===== config.mk =====
export PLATFORM = sky130hd
export DESIGN_NAME = text_punctuation_normalizer_top
export DESIGN_NICKNAME = d
export VERILOG_FILES = /design/src/design/tpn_pkg.sv /design/src/design/text_punctuation_normalizer_top.sv
export SDC_FILE = /design/constraint.sdc
export NUM_CORES = 1
export LEC_CHECK = 0
export ABC_AREA = 1
export BUFFER_PORTS_ARGS = -buffer_cell sky130_fd_sc_hd__buf_2
export CAP_MARGIN = 20
export CORE_MARGIN = 3
export CORE_UTILIZATION = 34
export DETAILED_ROUTE_END_ITERATION = 6
export GPL_ROUTABILITY_DRIVEN = 0
export GPL_TIMING_DRIVEN = 1
export PLACE_DENSITY = 0.59
export REMOVE_ABC_BUFFERS = 1
export SLEW_MARGIN = 10
export SYNTH_ARGS = -nofsm -noshare
export SYNTH_HDL_FRONTEND = slang
export SYNTH_SLANG_ARGS = --single-unit

===== constraint.sdc =====
create_clock -name clock -period 2.7 [get_ports clock]
set_input_delay 0.135 -clock clock [delete_from_list [all_inputs] [get_ports clock]]
set_output_delay 0.135 -clock clock [all_outputs]
set_load 0.1 [all_outputs]

===== src/design/tpn_pkg.sv =====
`default_nettype none

package tpn_pkg;

   // character codes
   localparam logic [7:0] CH_NUL    = 8'd0;
   localparam logic [7:0] CH_SPACE  = 8'd32;
   localparam logic [7:0] CH_PERIOD = 8'd46;
   localparam logic [7:0] CH_COMMA  = 8'd44;
   localparam logic [7:0] CH_UPPER_A = 8'd65;
   localparam logic [7:0] CH_UPPER_Z = 8'd90;
   localparam logic [7:0] CH_LOWER_A = 8'd97;
   localparam logic [7:0] CH_LOWER_Z = 8'd122;
   localparam logic [7:0] CASE_GAP  = 8'd32;

   // held punctuation mark codes
   localparam logic [1:0] MARK_NONE   = 2'd0;
   localparam logic [1:0] MARK_PERIOD = 2'd1;
   localparam logic [1:0] MARK_COMMA  = 2'd2;

   // depth of the result buffer, most results one input beat can cause
   localparam int unsigned RES_DEPTH = 3;

   typedef struct packed {
      logic [7:0] out_char;
      logic       char_valid;
      logic       end_of_text;
   } res_entry_type;

endpackage

`default_nettype wire


===== src/design/text_punctuation_normalizer_top.sv =====
`default_nettype none

// channel  | direction | ports                                      | accepted when
// ---------+-----------+--------------------------------------------+-----------------------
// req      | in        | req_in_char, req_last_char                 | req_valid & req_ready
// rsp      | out       | rsp_out_char, rsp_char_valid, rsp_end_of_text | rsp_valid & rsp_ready
//
// one input beat is handled in the cycle it is accepted; its results (0 to 3) land in
// a 3-entry result buffer and leave one per cycle while rsp_ready is high, the first offered in the next cycle
// a beat that yields at most one result sustains one beat per cycle while rsp_ready is high; a beat
// with k results holds the single result port until its last result is leaving before the next beat is taken
// req_ready is high while the buffer is empty or its last entry is leaving
// synchronous active-high reset clears the text flags and empties the buffer

module text_punctuation_normalizer_top (
   input  wire logic       clock,
   input  wire logic       reset,
   input  wire logic       req_valid,
   output logic            req_ready,
   input  wire logic [7:0] req_in_char,
   input  wire logic       req_last_char,
   output logic            rsp_valid,
   input  wire logic       rsp_ready,
   output logic [7:0]      rsp_out_char,
   output logic            rsp_char_valid,
   output logic            rsp_end_of_text
);

   import tpn_pkg::*;

   // text state
   logic [1:0] held_mark_ff, held_mark_in;
   logic       held_space_ff, held_space_in;
   logic       text_started_ff, text_started_in;
   logic       first_emitted_ff, first_emitted_in;

   // result buffer, entry 0 is the head
   res_entry_type res_ff [RES_DEPTH];
   res_entry_type res_in [RES_DEPTH];
   logic [1:0]    count_ff, count_in;

   logic req_take;
   logic rsp_take;

   // decode of the incoming byte
   logic       is_space;
   logic       is_mark;
   logic       is_other;
   logic [1:0] mark_after;    // held mark once the byte is folded in
   logic       space_after;   // held space once the byte is folded in
   logic [1:0] mark_out;      // mark emitted in this beat
   logic       space_out;     // space emitted in this beat
   logic       fe_char;       // first_emitted as seen by the current character
   logic [7:0] char_conv;

   // new results, compacted to the front
   res_entry_type new_res [RES_DEPTH];
   logic [1:0]    new_cnt;

   assign rsp_take  = rsp_valid & rsp_ready;
   assign req_ready = (count_ff == 2'd0) | ((count_ff == 2'd1) & rsp_ready);
   assign req_take  = req_valid & req_ready;

   assign rsp_valid       = (count_ff != 2'd0);
   assign rsp_out_char    = res_ff[0].out_char;
   assign rsp_char_valid  = res_ff[0].char_valid;
   assign rsp_end_of_text = res_ff[0].end_of_text;

   always_comb begin
      is_space = (req_in_char == CH_SPACE);
      is_mark  = (req_in_char == CH_PERIOD) | (req_in_char == CH_COMMA);
      is_other = ~is_space & ~is_mark;

      // fold the byte into the held mark and space
      if (is_space) begin
         mark_after  = held_mark_ff;
         space_after = held_space_ff | text_started_ff;
      end else if (is_mark) begin
         space_after = 1'b0;
         if (req_in_char == CH_COMMA) begin
            mark_after = MARK_COMMA;
         end else if (held_mark_ff == MARK_NONE) begin
            mark_after = MARK_PERIOD;
         end else begin
            mark_after = held_mark_ff;
         end
      end else begin
         // an ordinary character flushes what was held
         mark_after  = MARK_NONE;
         space_after = 1'b0;
      end

      // what gets flushed ahead of the character or at the end of text
      if (is_other) begin
         mark_out  = held_mark_ff;
         space_out = held_space_ff;
      end else if (req_last_char) begin
         mark_out  = mark_after;
         space_out = space_after;
      end else begin
         mark_out  = MARK_NONE;
         space_out = 1'b0;
      end

      // case folding, first emitted a-z goes upper, later A-Z go lower
      fe_char   = first_emitted_ff | (mark_out != MARK_NONE) | space_out;
      char_conv = req_in_char;
      if (req_in_char inside {[CH_UPPER_A:CH_UPPER_Z]}) begin
         if (fe_char) begin
            char_conv = req_in_char + CASE_GAP;
         end
      end else if (!fe_char && (req_in_char inside {[CH_LOWER_A:CH_LOWER_Z]})) begin
         char_conv = req_in_char - CASE_GAP;
      end

      // pack results in order: mark, space, character
      for (int i = 0; i < RES_DEPTH; i++) begin
         new_res[i] = '0;
      end
      new_cnt = 2'd0;
      if (mark_out != MARK_NONE) begin
         new_res[new_cnt].out_char   = (mark_out == MARK_PERIOD) ? CH_PERIOD : CH_COMMA;
         new_res[new_cnt].char_valid = 1'b1;
         new_cnt = new_cnt + 2'd1;
      end
      if (space_out) begin
         new_res[new_cnt].out_char   = CH_SPACE;
         new_res[new_cnt].char_valid = 1'b1;
         new_cnt = new_cnt + 2'd1;
      end
      if (is_other) begin
         new_res[new_cnt].out_char   = char_conv;
         new_res[new_cnt].char_valid = 1'b1;
         new_cnt = new_cnt + 2'd1;
      end
      if (req_last_char) begin
         // nothing to show: a bare end marker
         if (new_cnt == 2'd0) begin
            new_res[0].out_char   = CH_NUL;
            new_res[0].char_valid = 1'b0;
            new_cnt = 2'd1;
         end
         new_res[new_cnt - 2'd1].end_of_text = 1'b1;
      end
   end

   // next text state
   always_comb begin
      held_mark_in     = held_mark_ff;
      held_space_in    = held_space_ff;
      text_started_in  = text_started_ff;
      first_emitted_in = first_emitted_ff;
      if (req_take) begin
         if (req_last_char) begin
            held_mark_in     = MARK_NONE;
            held_space_in    = 1'b0;
            text_started_in  = 1'b0;
            first_emitted_in = 1'b0;
         end else begin
            held_mark_in     = mark_after;
            held_space_in    = space_after;
            text_started_in  = text_started_ff | ~is_space;
            first_emitted_in = first_emitted_ff | (new_cnt != 2'd0);
         end
      end
   end

   // result buffer: load on accept (buffer is empty or its last entry is leaving then), else shift on pop
   always_comb begin
      res_in   = res_ff;
      count_in = count_ff;
      if (req_take) begin
         res_in   = new_res;
         count_in = new_cnt;
      end else if (rsp_take) begin
         for (int i = 0; i < RES_DEPTH - 1; i++) begin
            res_in[i] = res_ff[i + 1];
         end
         count_in = count_ff - 2'd1;
      end
   end

   always_ff @(posedge clock) begin
      if (reset) begin
         held_mark_ff     <= MARK_NONE;
         held_space_ff    <= 1'b0;
         text_started_ff  <= 1'b0;
         first_emitted_ff <= 1'b0;
         count_ff         <= 2'd0;
      end else begin
         held_mark_ff     <= held_mark_in;
         held_space_ff    <= held_space_in;
         text_started_ff  <= text_started_in;
         first_emitted_ff <= first_emitted_in;
         count_ff         <= count_in;
      end
   end

   always_ff @(posedge clock) begin
      res_ff <= res_in;
   end

   // held mark only ever takes the none, period or comma codes
   a_mark_code: assert property (@(posedge clock) disable iff (reset)
      (held_mark_ff == MARK_NONE) || (held_mark_ff == MARK_PERIOD)
      || (held_mark_ff == MARK_COMMA))
      else $error("held mark has an unused code");

   // a space is only held once the text has started
   a_space_started: assert property (@(posedge clock) disable iff (reset)
      held_space_ff |-> text_started_ff)
      else $error("space held before text start");

   // the last beat of a text leaves every text flag cleared
   a_last_clears: assert property (@(posedge clock) disable iff (reset)
      (req_take && req_last_char) |=>
      (held_mark_ff == MARK_NONE) && !held_space_ff && !text_started_ff && !first_emitted_ff)
      else $error("text state not cleared after last beat");

   // a result without a byte is only the bare end marker
   a_bare_end: assert property (@(posedge clock) disable iff (reset)
      (rsp_valid && !rsp_char_valid) |-> (rsp_end_of_text && (rsp_out_char == CH_NUL)))
      else $error("empty result that is not an end marker");

endmodule

`default_nettype wire


==> key figures <==
Layout
  • ANT cells: 0
  • Layout cell share with drive strength beyond 1: 0.200
  • Fin nets: 317
  • Cell Count, Final, Fillers Out: 370
  • Layout area overhead: 11.8%
  • Filler cells: 625
  • Utilization after layout: 0.408

Drt
  • DRC Markers: 0
  • Vias per inst: 4.93
  • Routed WL per cell: 13.2 um
  • Drt total wl: 4880 um
  • DRT Pass-1 Iters: 4
  • Antenna-violating nets left: 0
  • Starting DRC count in detailed routing: 115
  • Via Count: 1825

STA
  • RSZ-0062 raised after global routing: no
  • Fin crit period: 2.40 ns
  • Final Hold Fails: 0
  • Worst-margin pin slew: 0.487 ns
  • Slew margin rel.: 0.678
  • Worst Clk Skew: 0.00213 ns
  • Final setup margin: 0.304 ns
  • Peak Freq: 417 MHz
  • Fin. max-slew vios: 0
  • Final setup fails: 0
  • Final period util: 0.887

Status
  • Outcome: completed

Worst setup path
  • Crit path kind: input pin to register
  • Worst Setup Start Kind: input pin
  • Worst Reg2Reg Path Length in Cells: 10
  • Flop2flop setup slack: 0.44 ns
  • Req. time, crit path: 2.73 ns
  • Worst-path fanout max: 5
  • Worst Setup End Kind: register
  • Launch point of the worst reg-to-reg path: held_mark_ff[1]$_SDFFE_PP0P_
  • Worst Path Arrival: 2.43 ns
  • Worst r2r dst: rsp_out_char[3]$_DFFE_PP_

Clock tree
  • Post-cts sizing count: 0
  • Clock sinks: 37
  • Clock-pin slew on the worst setup and hold paths: 0.07 ns
  • Clk Latency, worst-skew pair: 0.29 ns
  • # hold bufs at CTS: 0
  • Post-CTS setup buffers: 0
  • CTS tree: done
  • Root buffer cell: clkbuf_8
  • H-tree levels: 2
  • Num CTS Buffers: 5
  • Clock Tree Buf Depth: 2

Synthesis
  • Ys flop type: edfxtp_1
  • Post-synth EDFFs: 30
  • Asr flop ratio synth: 0
  • Top cell type's share of synthesized area: 0.403
  • Cell taking the most area after synthesis: edfxtp_1
  • Synth top area cells: edfxtp_1 (40%), nand2_1 (9.7%), dfxtp_1 (6.3%)
  • Sequential fraction of the synthesis area: 0.466
  • Synth Area per Inst: 8.31 um^2
  • Synth cell types: 31
  • Syn Inst Count: 269
  • Yosys reg bits: 37
  • Syn Std Cell Area: 0.00224 mm^2
  • Syn. warnings: 0

Power and ir drop
  • Worst vdd ir: 0.630 mV
  • Leak: 1.11 nW
  • Pwr Density: 1100 mW/mm^2

Floorplan
  • Starting Density: 0.365
  • Die area: 0.00759 mm^2
  • Row cnt: 28
  • Die height: 87.1 um
  • Total core area: 0.00613 mm^2
  • Die extent in x: 87.1 um
  • Num ports: 25

Placement
  • Pre-CTS setup slack: -0.0153 ns
  • IO buf count: 24
  • DPL Wire Length: 3730 um
  • Placed cells: 363

Run
  • MaxCap Viol Count: 0

Min path
  • Hold WC Path Type: input pin to register
  • Hold_sp: reset
  • Hold Crit Endpoint: held_mark_ff[1]$_SDFFE_PP0P_
  • Hold Path Depth: 2

Global route
  • Largest net degree at the start of global routing: 23
  • First-pass GRT wire length: 8400 um
  • Overall Global Routing Usage: 0.143
  • Vias in the first global route: 1754
  • Initial antenna violation count: 0
  • Global route overflow: 0
[worst max-delay path, cell delays in order]
cell     delay (ns)
buf_2          0.11
inv_1          0.10
ha_1           0.18
nand2_1        0.07
nor2_2         0.23
nor2_4         0.10
nor2_4         0.10
nand3_2        0.10
nand2_1        0.15
nor2_4         0.07
fa_1           0.57
nand3_1        0.09
nand2_1        0.08
inv_1          0.08
o21ai_0        0.15
o21ai_1        0.12
[synthesized netlist by cell type (all sizes together), types with 2 or more instances]
library cell / n
a21oi: 13
buf: 10
clkbuf: 3
dfxtp: 7
edfxtp: 30
ha: 8
inv: 32
nand2: 65
nand3: 24
nand4: 4
nor2: 36
nor3: 3
o21ai: 24
or2: 2
[power breakdown]
part	switching [mW]	internal, mW	leakage [nW]
sequential	0.0561	0.923	0.359
combinational	1.15	0.255	0.713
clock	0.186	0.174	0.0387
total	1.40	1.35	1.11
[through the flow]
stage	hold WS (ns)	TNS [ns]	total power [mW]	area [um^2]
2_1_floorplan	0.204	-35.65	2.13	2150
5_1_grt	0.0824	0	2.90	2500
3_3_place_gp	0.377	0	2.40	2420
4_1_cts	0.0722	0	2.77	2500
6_report	0.0710	0	2.75	2500
3_5_place_dp	0.377	-0.0287	2.41	2420
[metal layers]
metal  up-vias  global-route usage  part of all wire
li1        936                   -                 -
met1       849               0.202              0.49
met2        34               0.216              0.46
met3         6              0.0199             0.034
met4         0              0.0656             0.014
met5         -                   0                 0
[worst max path at each step]
stage                                end                      from  slack, ns
2_1_floorplan  rsp_out_char[5]$_DFFE_PP_  count_ff[0]$_SDFFE_PP0P_      -1.32
3_3_place_gp   rsp_out_char[2]$_DFFE_PP_            req_in_char[6]       0.04
3_5_place_dp   rsp_out_char[3]$_DFFE_PP_            req_in_char[6]      -0.02
4_1_cts        rsp_out_char[3]$_DFFE_PP_            req_in_char[6]       0.29
5_1_grt        rsp_out_char[2]$_DFFE_PP_            req_in_char[6]       0.06
6_report       rsp_out_char[3]$_DFFE_PP_            req_in_char[6]       0.30
[state kept, by name, indices dropped and copies added (netlist names)]
name	flops
text_started_ff	1
held_space_ff	1
rsp_char_valid	1
count_ff	2
held_mark_ff	2
res_ff	20
rsp_out_char	8
rsp_end_of_text	1
first_emitted_ff	1
[logic make-up (layout without fill, tap and decap cells)]
family | count (synthesis) | count (layout) | synth area share
flip-flops | 37 | 37 | 0.466
buffers and inverters | 46 | 72 | 0.0940
adder cells (fa/ha/maj) | 9 | 9 | 0.0537
AND/OR/NAND/NOR | 135 | 135 | 0.288
AO/OA/AOI/OAI | 42 | 42 | 0.0991
[cell usage in the layout, fill, tap and decap left out]
cell	n
nand2_1	58
inv_1	30
edfxtp_1	30
nor2_1	29
buf_2	24
nand3_1	20
o21ai_0	17
a21oi_1	13
ha_1	8
buf_4	8
o21ai_1	7
dfxtp_1	7
nand2_2	5
clkbuf_8	5
nand3_2	4
nor2_4	4
nand4_1	4
nor3_1	3
nor2_2	3
or2_2	2
clkinv_1	2
inv_2	2
nand2_4	2
o21a_1	1
a211oi_1	1
and3_1	1
o22ai_1	1
a31oi_1	1
a221oi_1	1
fa_1	1
clkbuf_1	1
[final cells by class]
| class | instances | area [um^2] | share of cell area |
|---|---|---|---|
| Tap cell | 75 | 93.8 | 0.0375 |
| Clock inverter | 1 | 3.75 | 0.00150 |
| Clock buffer | 6 | 72.6 | 0.0290 |
| Sequential cell | 37 | 1040 | 0.416 |
| Multi-Input combinational cell | 186 | 985 | 0.394 |
| Inverter | 33 | 124 | 0.0495 |
| Timing Repair Buffer | 32 | 180 | 0.0721 |
Note: power is estimated with default switching activity, not from simulation.
